==> src/design/assert_macros.svh <==
// Assertion macros used by the line pixel generator RTL
`ifndef ASSERT_MACROS_SVH
`define ASSERT_MACROS_SVH

// antecedent implies consequent in the same cycle
`define LPG_ASSERT_SAME(label, clk, rstn, ante, cons, msg) \
    label: assert property (@(posedge clk) disable iff (!rstn) (ante) |-> (cons)) \
        else $error(msg);

// antecedent implies consequent in the next cycle
`define LPG_ASSERT_NEXT(label, clk, rstn, ante, cons, msg) \
    label: assert property (@(posedge clk) disable iff (!rstn) (ante) |=> (cons)) \
        else $error(msg);

`endif

==> src/design/lpg_pkg.sv <==
// Shared constants, types and helpers for the line pixel generator
package lpg_pkg;

    localparam int ROWS      = 64;
    localparam int COLS      = 64;
    localparam int COORD_W   = 6;
    localparam int SDELTA_W  = COORD_W + 1;
    localparam int DIV_STEPS = COORD_W;
    localparam int CNT_W     = $clog2(DIV_STEPS + 1);

    typedef logic [COORD_W-1:0]         coord_t;
    typedef logic signed [SDELTA_W-1:0] sdelta_t;

    // result of the divider: floor quotient and non-negative remainder
    typedef struct packed {
        logic    done;
        sdelta_t quot;
        coord_t  rem;
    } lpg_div_res_t;

    function automatic coord_t clamp_row(input coord_t v);
        coord_t r;
        r = v;
        if ({1'b0, v} > SDELTA_W'(ROWS - 1))
            r = COORD_W'(ROWS - 1);
        return r;
    endfunction

    function automatic coord_t clamp_col(input coord_t v);
        coord_t r;
        r = v;
        if ({1'b0, v} > SDELTA_W'(COLS - 1))
            r = COORD_W'(COLS - 1);
        return r;
    endfunction

endpackage

==> src/design/lpg_div.sv <==
// Bit-serial restoring divider giving floor quotient and remainder of a signed dividend
module lpg_div (
    input  logic                  aclk,
    input  logic                  aresetn,
    input  logic                  start,
    input  lpg_pkg::sdelta_t      dividend,
    input  lpg_pkg::coord_t       divisor,
    output lpg_pkg::lpg_div_res_t res
);

    logic                     busy_reg, busy_next;
    logic                     done_reg, done_next;
    logic [lpg_pkg::CNT_W-1:0] cnt_reg, cnt_next;
    logic                     neg_reg, neg_next;
    lpg_pkg::coord_t          quo_reg, quo_next;
    lpg_pkg::coord_t          rem_reg, rem_next;
    lpg_pkg::coord_t          dvs_reg, dvs_next;

    logic [lpg_pkg::SDELTA_W-1:0] shifted;
    logic [lpg_pkg::SDELTA_W-1:0] diff;
    logic                         ge;
    lpg_pkg::sdelta_t             mag;

    assign shifted = {rem_reg, quo_reg[lpg_pkg::COORD_W-1]};
    assign diff    = shifted - {1'b0, dvs_reg};
    assign ge      = shifted >= {1'b0, dvs_reg};
    assign mag     = dividend[lpg_pkg::SDELTA_W-1] ? -dividend : dividend;

    always_comb begin
        busy_next = busy_reg;
        done_next = 1'b0;
        cnt_next  = cnt_reg;
        neg_next  = neg_reg;
        quo_next  = quo_reg;
        rem_next  = rem_reg;
        dvs_next  = dvs_reg;
        if (start) begin
            busy_next = 1'b1;
            cnt_next  = lpg_pkg::CNT_W'(lpg_pkg::DIV_STEPS);
            neg_next  = dividend[lpg_pkg::SDELTA_W-1];
            quo_next  = mag[lpg_pkg::COORD_W-1:0];
            rem_next  = '0;
            dvs_next  = divisor;
        end else if (busy_reg) begin
            rem_next = ge ? diff[lpg_pkg::COORD_W-1:0] : shifted[lpg_pkg::COORD_W-1:0];
            quo_next = {quo_reg[lpg_pkg::COORD_W-2:0], ge};
            cnt_next = cnt_reg - 1'b1;
            if (cnt_reg == lpg_pkg::CNT_W'(1)) begin
                busy_next = 1'b0;
                done_next = 1'b1;
            end
        end
    end

    always_ff @(posedge aclk) begin
        if (!aresetn) begin
            busy_reg <= 1'b0;
            done_reg <= 1'b0;
            cnt_reg  <= '0;
        end else begin
            busy_reg <= busy_next;
            done_reg <= done_next;
            cnt_reg  <= cnt_next;
        end
    end

    always_ff @(posedge aclk) begin
        neg_reg <= neg_next;
        quo_reg <= quo_next;
        rem_reg <= rem_next;
        dvs_reg <= dvs_next;
    end

    // sign restore, with floor correction for a negative dividend with nonzero remainder
    always_comb begin
        res.done = done_reg;
        res.rem  = rem_reg;
        res.quot = lpg_pkg::SDELTA_W'(quo_reg);
        if (neg_reg) begin
            if (rem_reg != '0) begin
                res.quot = -(lpg_pkg::SDELTA_W'(quo_reg) + lpg_pkg::SDELTA_W'(1));
                res.rem  = dvs_reg - rem_reg;
            end else begin
                res.quot = -lpg_pkg::SDELTA_W'(quo_reg);
            end
        end
    end

endmodule

==> src/design/line_pixel_generator_core.sv <==
// Top level of the line pixel generator: request intake, step sequencer, pixel output
//
// Input channel s_*: one line request per word (two endpoints and a mark value).
// Output channel m_*: one pixel write per word; last_pixel marks the final pixel.
// A request in a single row emits every column between its endpoints, low to high.
// Any other request emits one pixel per row, top to bottom, at the floor of the
// exact rational column; coordinates past the image edge are saturated first.
// Sequence: a single-row request goes from idle straight to the emit state; every
// pixel then passes through the output register. Other requests first run a
// bit-serial divide of column span by row span, then pixels leave at one per cycle
// while m_ready allows, each found by one add and compare on the divide remainder.
// s_ready is high only while no request is being walked: a request of N pixels,
// N <= 64, occupies the block until its final pixel enters the output register.
// The output register lets a new request be accepted while the final pixel waits.
// When m_ready is low the pixel stream pauses and the held word stays unchanged.
// Reset (aresetn low, synchronous) returns to idle and drops m_valid.
`include "assert_macros.svh"

module line_pixel_generator_core (
    input  logic                  aclk,
    input  logic                  aresetn,
    input  logic                  s_valid,
    output logic                  s_ready,
    input  logic [5:0]            s_start_row,
    input  logic [5:0]            s_start_col,
    input  logic [5:0]            s_end_row,
    input  logic [5:0]            s_end_col,
    input  logic                  s_mark_value,
    output logic                  m_valid,
    input  logic                  m_ready,
    output logic [5:0]            m_pixel_row,
    output logic [5:0]            m_pixel_col,
    output logic                  m_pixel_value,
    output logic                  m_last_pixel
);

    localparam logic [1:0] ST_IDLE = 2'd0;
    localparam logic [1:0] ST_DIV  = 2'd1;
    localparam logic [1:0] ST_EMIT = 2'd2;

    logic [1:0]       state_reg, state_next;
    logic             m_valid_reg, m_valid_next;

    lpg_pkg::coord_t  row_reg, row_next;
    lpg_pkg::coord_t  col_reg, col_next;
    lpg_pkg::coord_t  end_reg, end_next;
    lpg_pkg::coord_t  den_reg, den_next;
    lpg_pkg::coord_t  rstep_reg, rstep_next;
    lpg_pkg::coord_t  rem_reg, rem_next;
    lpg_pkg::sdelta_t qstep_reg, qstep_next;
    logic             horiz_reg, horiz_next;
    logic             mark_reg, mark_next;

    lpg_pkg::coord_t  prow_reg, prow_next;
    lpg_pkg::coord_t  pcol_reg, pcol_next;
    logic             pval_reg, pval_next;
    logic             plast_reg, plast_next;

    lpg_pkg::coord_t  r1, c1, r2, c2;
    lpg_pkg::coord_t  ro1, co1, ro2, co2;
    logic             in_horiz;
    logic             accept;
    logic             div_start;
    lpg_pkg::sdelta_t div_dividend;
    lpg_pkg::coord_t  div_divisor;
    lpg_pkg::lpg_div_res_t div_res;

    logic             emit;
    logic             is_last;
    logic [lpg_pkg::SDELTA_W-1:0] rem_sum;
    logic             carry;
    logic [lpg_pkg::COORD_W+1:0]  col_step;

    assign s_ready = (state_reg == ST_IDLE);
    assign accept  = s_valid && s_ready;

    // saturate and order the endpoints
    always_comb begin
        r1       = lpg_pkg::clamp_row(s_start_row);
        c1       = lpg_pkg::clamp_col(s_start_col);
        r2       = lpg_pkg::clamp_row(s_end_row);
        c2       = lpg_pkg::clamp_col(s_end_col);
        in_horiz = (r1 == r2);
        ro1 = r1; co1 = c1; ro2 = r2; co2 = c2;
        if (in_horiz) begin
            if (c1 > c2) begin
                co1 = c2;
                co2 = c1;
            end
        end else if (r1 > r2) begin
            ro1 = r2; co1 = c2; ro2 = r1; co2 = c1;
        end
    end

    assign div_start    = accept && !in_horiz;
    assign div_dividend = lpg_pkg::SDELTA_W'(co2) - lpg_pkg::SDELTA_W'(co1);
    assign div_divisor  = ro2 - ro1;

    lpg_div u_div (
        .aclk     (aclk),
        .aresetn  (aresetn),
        .start    (div_start),
        .dividend (div_dividend),
        .divisor  (div_divisor),
        .res      (div_res)
    );

    assign emit    = (state_reg == ST_EMIT) && (!m_valid_reg || m_ready);
    assign is_last = horiz_reg ? (col_reg == end_reg) : (row_reg == end_reg);
    assign rem_sum = {1'b0, rem_reg} + {1'b0, rstep_reg};
    assign carry   = rem_sum >= {1'b0, den_reg};
    assign col_step = {2'b00, col_reg} + {qstep_reg[lpg_pkg::SDELTA_W-1], qstep_reg}
                    + {{(lpg_pkg::COORD_W+1){1'b0}}, carry};

    always_comb begin
        state_next   = state_reg;
        m_valid_next = m_valid_reg;
        row_next     = row_reg;
        col_next     = col_reg;
        end_next     = end_reg;
        den_next     = den_reg;
        rstep_next   = rstep_reg;
        rem_next     = rem_reg;
        qstep_next   = qstep_reg;
        horiz_next   = horiz_reg;
        mark_next    = mark_reg;
        prow_next    = prow_reg;
        pcol_next    = pcol_reg;
        pval_next    = pval_reg;
        plast_next   = plast_reg;

        if (m_valid_reg && m_ready)
            m_valid_next = 1'b0;

        case (state_reg)
            ST_IDLE: begin
                if (accept) begin
                    row_next   = ro1;
                    col_next   = co1;
                    end_next   = in_horiz ? co2 : ro2;
                    den_next   = div_divisor;
                    rem_next   = '0;
                    horiz_next = in_horiz;
                    mark_next  = s_mark_value;
                    state_next = in_horiz ? ST_EMIT : ST_DIV;
                end
            end
            ST_DIV: begin
                if (div_res.done) begin
                    qstep_next = div_res.quot;
                    rstep_next = div_res.rem;
                    state_next = ST_EMIT;
                end
            end
            ST_EMIT: begin
                if (emit) begin
                    m_valid_next = 1'b1;
                    prow_next    = row_reg;
                    pcol_next    = col_reg;
                    pval_next    = mark_reg;
                    plast_next   = is_last;
                    if (is_last) begin
                        state_next = ST_IDLE;
                    end else if (horiz_reg) begin
                        col_next = col_reg + 1'b1;
                    end else begin
                        row_next = row_reg + 1'b1;
                        rem_next = carry ? lpg_pkg::COORD_W'(rem_sum - {1'b0, den_reg})
                                         : rem_sum[lpg_pkg::COORD_W-1:0];
                        col_next = col_step[lpg_pkg::COORD_W-1:0];
                    end
                end
            end
            default: begin
                state_next = ST_IDLE;
            end
        endcase
    end

    always_ff @(posedge aclk) begin
        if (!aresetn) begin
            state_reg   <= ST_IDLE;
            m_valid_reg <= 1'b0;
        end else begin
            state_reg   <= state_next;
            m_valid_reg <= m_valid_next;
        end
    end

    always_ff @(posedge aclk) begin
        row_reg   <= row_next;
        col_reg   <= col_next;
        end_reg   <= end_next;
        den_reg   <= den_next;
        rstep_reg <= rstep_next;
        rem_reg   <= rem_next;
        qstep_reg <= qstep_next;
        horiz_reg <= horiz_next;
        mark_reg  <= mark_next;
        prow_reg  <= prow_next;
        pcol_reg  <= pcol_next;
        pval_reg  <= pval_next;
        plast_reg <= plast_next;
    end

    assign m_valid       = m_valid_reg;
    assign m_pixel_row   = prow_reg;
    assign m_pixel_col   = pcol_reg;
    assign m_pixel_value = pval_reg;
    assign m_last_pixel  = plast_reg;

    `LPG_ASSERT_NEXT(a_accept_leaves_idle, aclk, aresetn, accept, state_reg != ST_IDLE, "request accepted but sequencer stayed idle")
    `LPG_ASSERT_SAME(a_div_done_in_div, aclk, aresetn, div_res.done, state_reg == ST_DIV, "divider finished outside the divide state")
    `LPG_ASSERT_SAME(a_rem_below_den, aclk, aresetn, (state_reg == ST_EMIT) && !horiz_reg, (rem_reg < den_reg) && (rstep_reg < den_reg), "step remainder not below row span")
    `LPG_ASSERT_NEXT(a_last_ends_walk, aclk, aresetn, emit && is_last, state_reg == ST_IDLE, "sequencer kept walking after final pixel")

endmodule
==> config.mk <==
export PLATFORM = sky130hd
export DESIGN_NAME = line_pixel_generator_core
export DESIGN_NICKNAME = d
export VERILOG_FILES = /design/src/design/lpg_pkg.sv /design/src/design/lpg_div.sv /design/src/design/line_pixel_generator_core.sv
export VERILOG_INCLUDE_DIRS = /design/src /design/src/design
export SDC_FILE = /design/constraint.sdc
export NUM_CORES = 1
export LEC_CHECK = 0
export CAP_MARGIN = 15
export CORE_MARGIN = 2
export CORE_UTILIZATION = 45
export CTS_CLUSTER_SIZE = 10
export DETAILED_ROUTE_END_ITERATION = 10
export DONT_BUFFER_PORTS = 1
export GPL_TIMING_DRIVEN = 1
export PLACE_DENSITY = 0.66
export SKIP_CTS_REPAIR_TIMING = 1
export SYNTH_ARGS = -nofsm -noshare
export SYNTH_HDL_FRONTEND = slang
export SYNTH_SLANG_ARGS = --single-unit
==> constraint.sdc <==
create_clock -name aclk -period 4.4 [get_ports aclk]
set_clock_uncertainty 0.15 [all_clocks]
set_input_delay 0.44 -clock aclk [delete_from_list [all_inputs] [get_ports aclk]]
set_output_delay 0.44 -clock aclk [all_outputs]
set_load 0.005 [all_outputs]
==> results by group <==
Clock tree
  – Clock Tree Buf Depth: 2
  – CTS tree: done
  – Clock root cell: clkbuf_16
  – Clock sink count: 85
  – CTS Buf Count: 9
  – Worst-path clk slew: 0.07 ns
  – Worst skew pair latency: 0.35 ns
  – H-tree level count: 3

Critical path
  – CP arrival: 4.13 ns
  – Critical path peak fanout: 3
  – Worst path bufs/invs: 2
  – Worst reg2reg path endpoint: col_reg[5]
  – CP Capture Type: flip-flop
  – CP max stage delay: 0.43 ns
  – CP delay by family, top: compound AO/OA/AOI/OAI gates
  – Reg2Reg Launch Point: rem_reg[0]
  – Worst Reg-to-Reg Cells: 22
  – Slowest CP cell: fa_1
  – Crit start category: flip-flop
  – Critical-path cell list: ha_2 > inv_2 > fa_1 > inv_2 > ha_4 > nor2b_4 > o21ai_2 > a21boi_2 > o21ai_1 > nand2b_1 > a31o_2 > a21oi_2 > fa_2 > nor2b_2 > o21ai_1 > nand2b_1 > a21o_1 > a21oi_2 > xor2_1 > o22ai_1 > xnor2_1 > mux2i_1
  – Setup CP Type: reg2reg
  – Worst R2R Setup Slack: 0.19 ns
  – Worst Path Required: 4.32 ns

Yosys
  – Synth Area in Simple Gates: 14.18%
  – Yosys warning count: 0
  – Synthesized instance count: 611
  – Synth Cell Area: 0.006008 mm²
  – Share of the synthesized area in the top cell type: 35.49%
  – Adder-Cell Fraction of Synth Area: 12.00%
  – Count leader, synth: edfxtp_1
  – Yosys cell types: 65
  – Synth async-reset ratio: 0%
  – Leading area contributor after synthesis: edfxtp_1
  – Synth Area in Compound Gates: 17.35%
  – FF+latch count, synth: 85
  – Synth cell count leaders: edfxtp_1, inv_1, ha_1, nor2_1, a21oi_1
  – Mux cell area share after synthesis: 4.394%
  – XOR/XNOR Fraction of Synth Area: 6.414%
  – Largest family of logic cells by synthesized area: compound AO/OA/AOI/OAI gates
  – Post-synth EDFFs: 71
  – Synth Flop Type: edfxtp_1
  – Seq/Total Area, Yosys: 40.15%
  – Syn Nets: 694
  – Synth area leaders: edfxtp_1, ha_1, dfxtp_1
  – Syn_area_per_cell: 9.833 µm²

Placed design
  – RePlAce Congestion: 0.9121
  – HPWL reported at the end of detailed placement: 10700 µm
  – Placed cells: 785
  – Port Buffer Count: 0

Routing
  – Post-DRT Antenna Nets: 0
  – Via density: 5.694
  – Total Wirelength: 13900 µm
  – Drt first-iter violations: 338
  – # DRC: 0
  – Drt wl/cell: 17.27 µm
  – Via count: 4584
  – 1st-pass router iterations: 5

STA
  – FMAX: 237.8 MHz
  – Min Tclk post-route: 4.206 ns
  – Setup-failing EPs final: 0
  – Final Slew Violations: 0
  – Hold Fails Final Rpt: 0
  – Max-slew headroom: 24.09%
  – Tcrit/Tclk final: 95.59%
  – Worst-margin pin slew: 1.129 ns
  – Setup TNS: 0 ns
  – RSZ-0062 raised after global routing: yes

Flow run
  – MaxCap Viol Count: 0

Floorplan
  – Cell Rows: 42
  – Die H: 119.6 µm
  – I/O Pins: 45
  – Starting density of the core: 45.73%
  – Core area: 0.01314 mm²
  – DIE WIDTH: 119.6 µm
  – Die ar.: 0.01429 mm²

Final layout
  – Area Growth Syn to Fin: 10.79%
  – N_diodes: 0
  – Layout Nets: 707
  – Share of cells above drive strength 1: 11.45%
  – Final std cells w/o fill: 805
  – Fillers: 1195

GRT
  – Gr ovfl total: 0
  – Initial antenna violation count: 0
  – GR Util All Layers: 20.42%
  – Vias in the first global route: 4458
  – Largest net degree at the start of global routing: 26
  – Global-route wire length before repair: 23000 µm

Worst hold path
  – Worst Hold Path Cells: 0
  – WHS Endpoint: mark_reg
  – Hold path startpoint: s_mark_value
  – Worst Hold Class: in2reg

Pwr
  – Clock power share: 26.5%
  – Part of the power in registers: 39.5%
  – Gate power share: 34.0%
  – P_sw: 932.7 µW
  – Max VDD drop: 190.2 µV
  – Int Pwr: 1796 µW
  – Final Power: 2729 µW
  – P_leak: 0.002740 µW
  – Sw frac: 34.18%
  – Power Dens Cells: 409.9 mW/mm²

Status
  – Outcome: finished clean
layer usage:
layer	global-route usage, %	part of all wire, %
met1	27.95	47
met2	31.93	47
met3	3.945	4.1
met4	8.309	2.2
met5	0	0
worst max-delay path by stage:
stage,startpoint,end,slack [ns],cells past startpoint
CTS,rstep_reg[0],col_reg[5],-0.10,22
floorplan,s_end_row[4],u_div.quo_reg[5],-0.02,19
finish,rem_reg[0],col_reg[5],0.19,22
global placement,rstep_reg[0],col_reg[4],0.15,21
detailed placement,rstep_reg[0],col_reg[5],-0.08,22
global route,rem_reg[1],col_reg[5],-0.04,20
through the flow:
step           utilization (%)  hold WS [ns]  cell area (µm²)  setup WS, ns
4_1_cts                  49.84       0.02488             6548       -0.1026
5_1_grt                  50.67       0.01900             6656      -0.03880
2_1_floorplan                -        0.2503             6016      -0.02450
3_5_place_dp             47.69        0.2747             6265      -0.08274
3_3_place_gp             47.69        0.2652             6265        0.1455
6_report                 50.67       0.03397             6656        0.1939
power by group through the flow:
stage	combinational [µW]	clock, µW	sequential, µW
global placement	848	0	1090
finish	928	723	1080
detailed placement	883	0	1090
CTS	889	735	1080
global route	1040	768	1090
floorplan	699	0	1060
cell type report:
type | count | area, µm² | share of cell area [%]
timing repair buffer | 22 | 165.2 | 2.481
inverter | 61 | 229.0 | 3.440
clock inverter | 7 | 57.56 | 0.8647
multi-input combinational | 445 | 3347 | 50.28
clock buffer | 9 | 225.2 | 3.383
sequential | 85 | 2412 | 36.24
tap | 176 | 220.2 | 3.308
cell usage in the layout (no fill, tap or decap), types with 14 or more instances in the layout:
cell | synthesis | routed
edfxtp_1 | 71 | 71
nand2_1 | 38 | 38
xnor2_1 | 26 | 24
dfxtp_1 | 14 | 14
ha_1 | 48 | 45
buf_4 | 1 | 22
o21ai_0 | 26 | 23
xor2_1 | 18 | 18
mux2i_1 | 23 | 23
nor2_1 | 48 | 48
a21oi_1 | 44 | 40
inv_1 | 59 | 57
cells by family (layout without fill, tap and decap cells):
kind of cell / after synthesis / in the layout
compound gates: 152 / 152
xor+xnor: 44 / 44
fa+ha+maj: 54 / 54
buf+inv: 81 / 99
flops: 85 / 85
mux: 26 / 26
simple gates: 169 / 169
No activity file was read; power rests on OpenSTA's default activity.
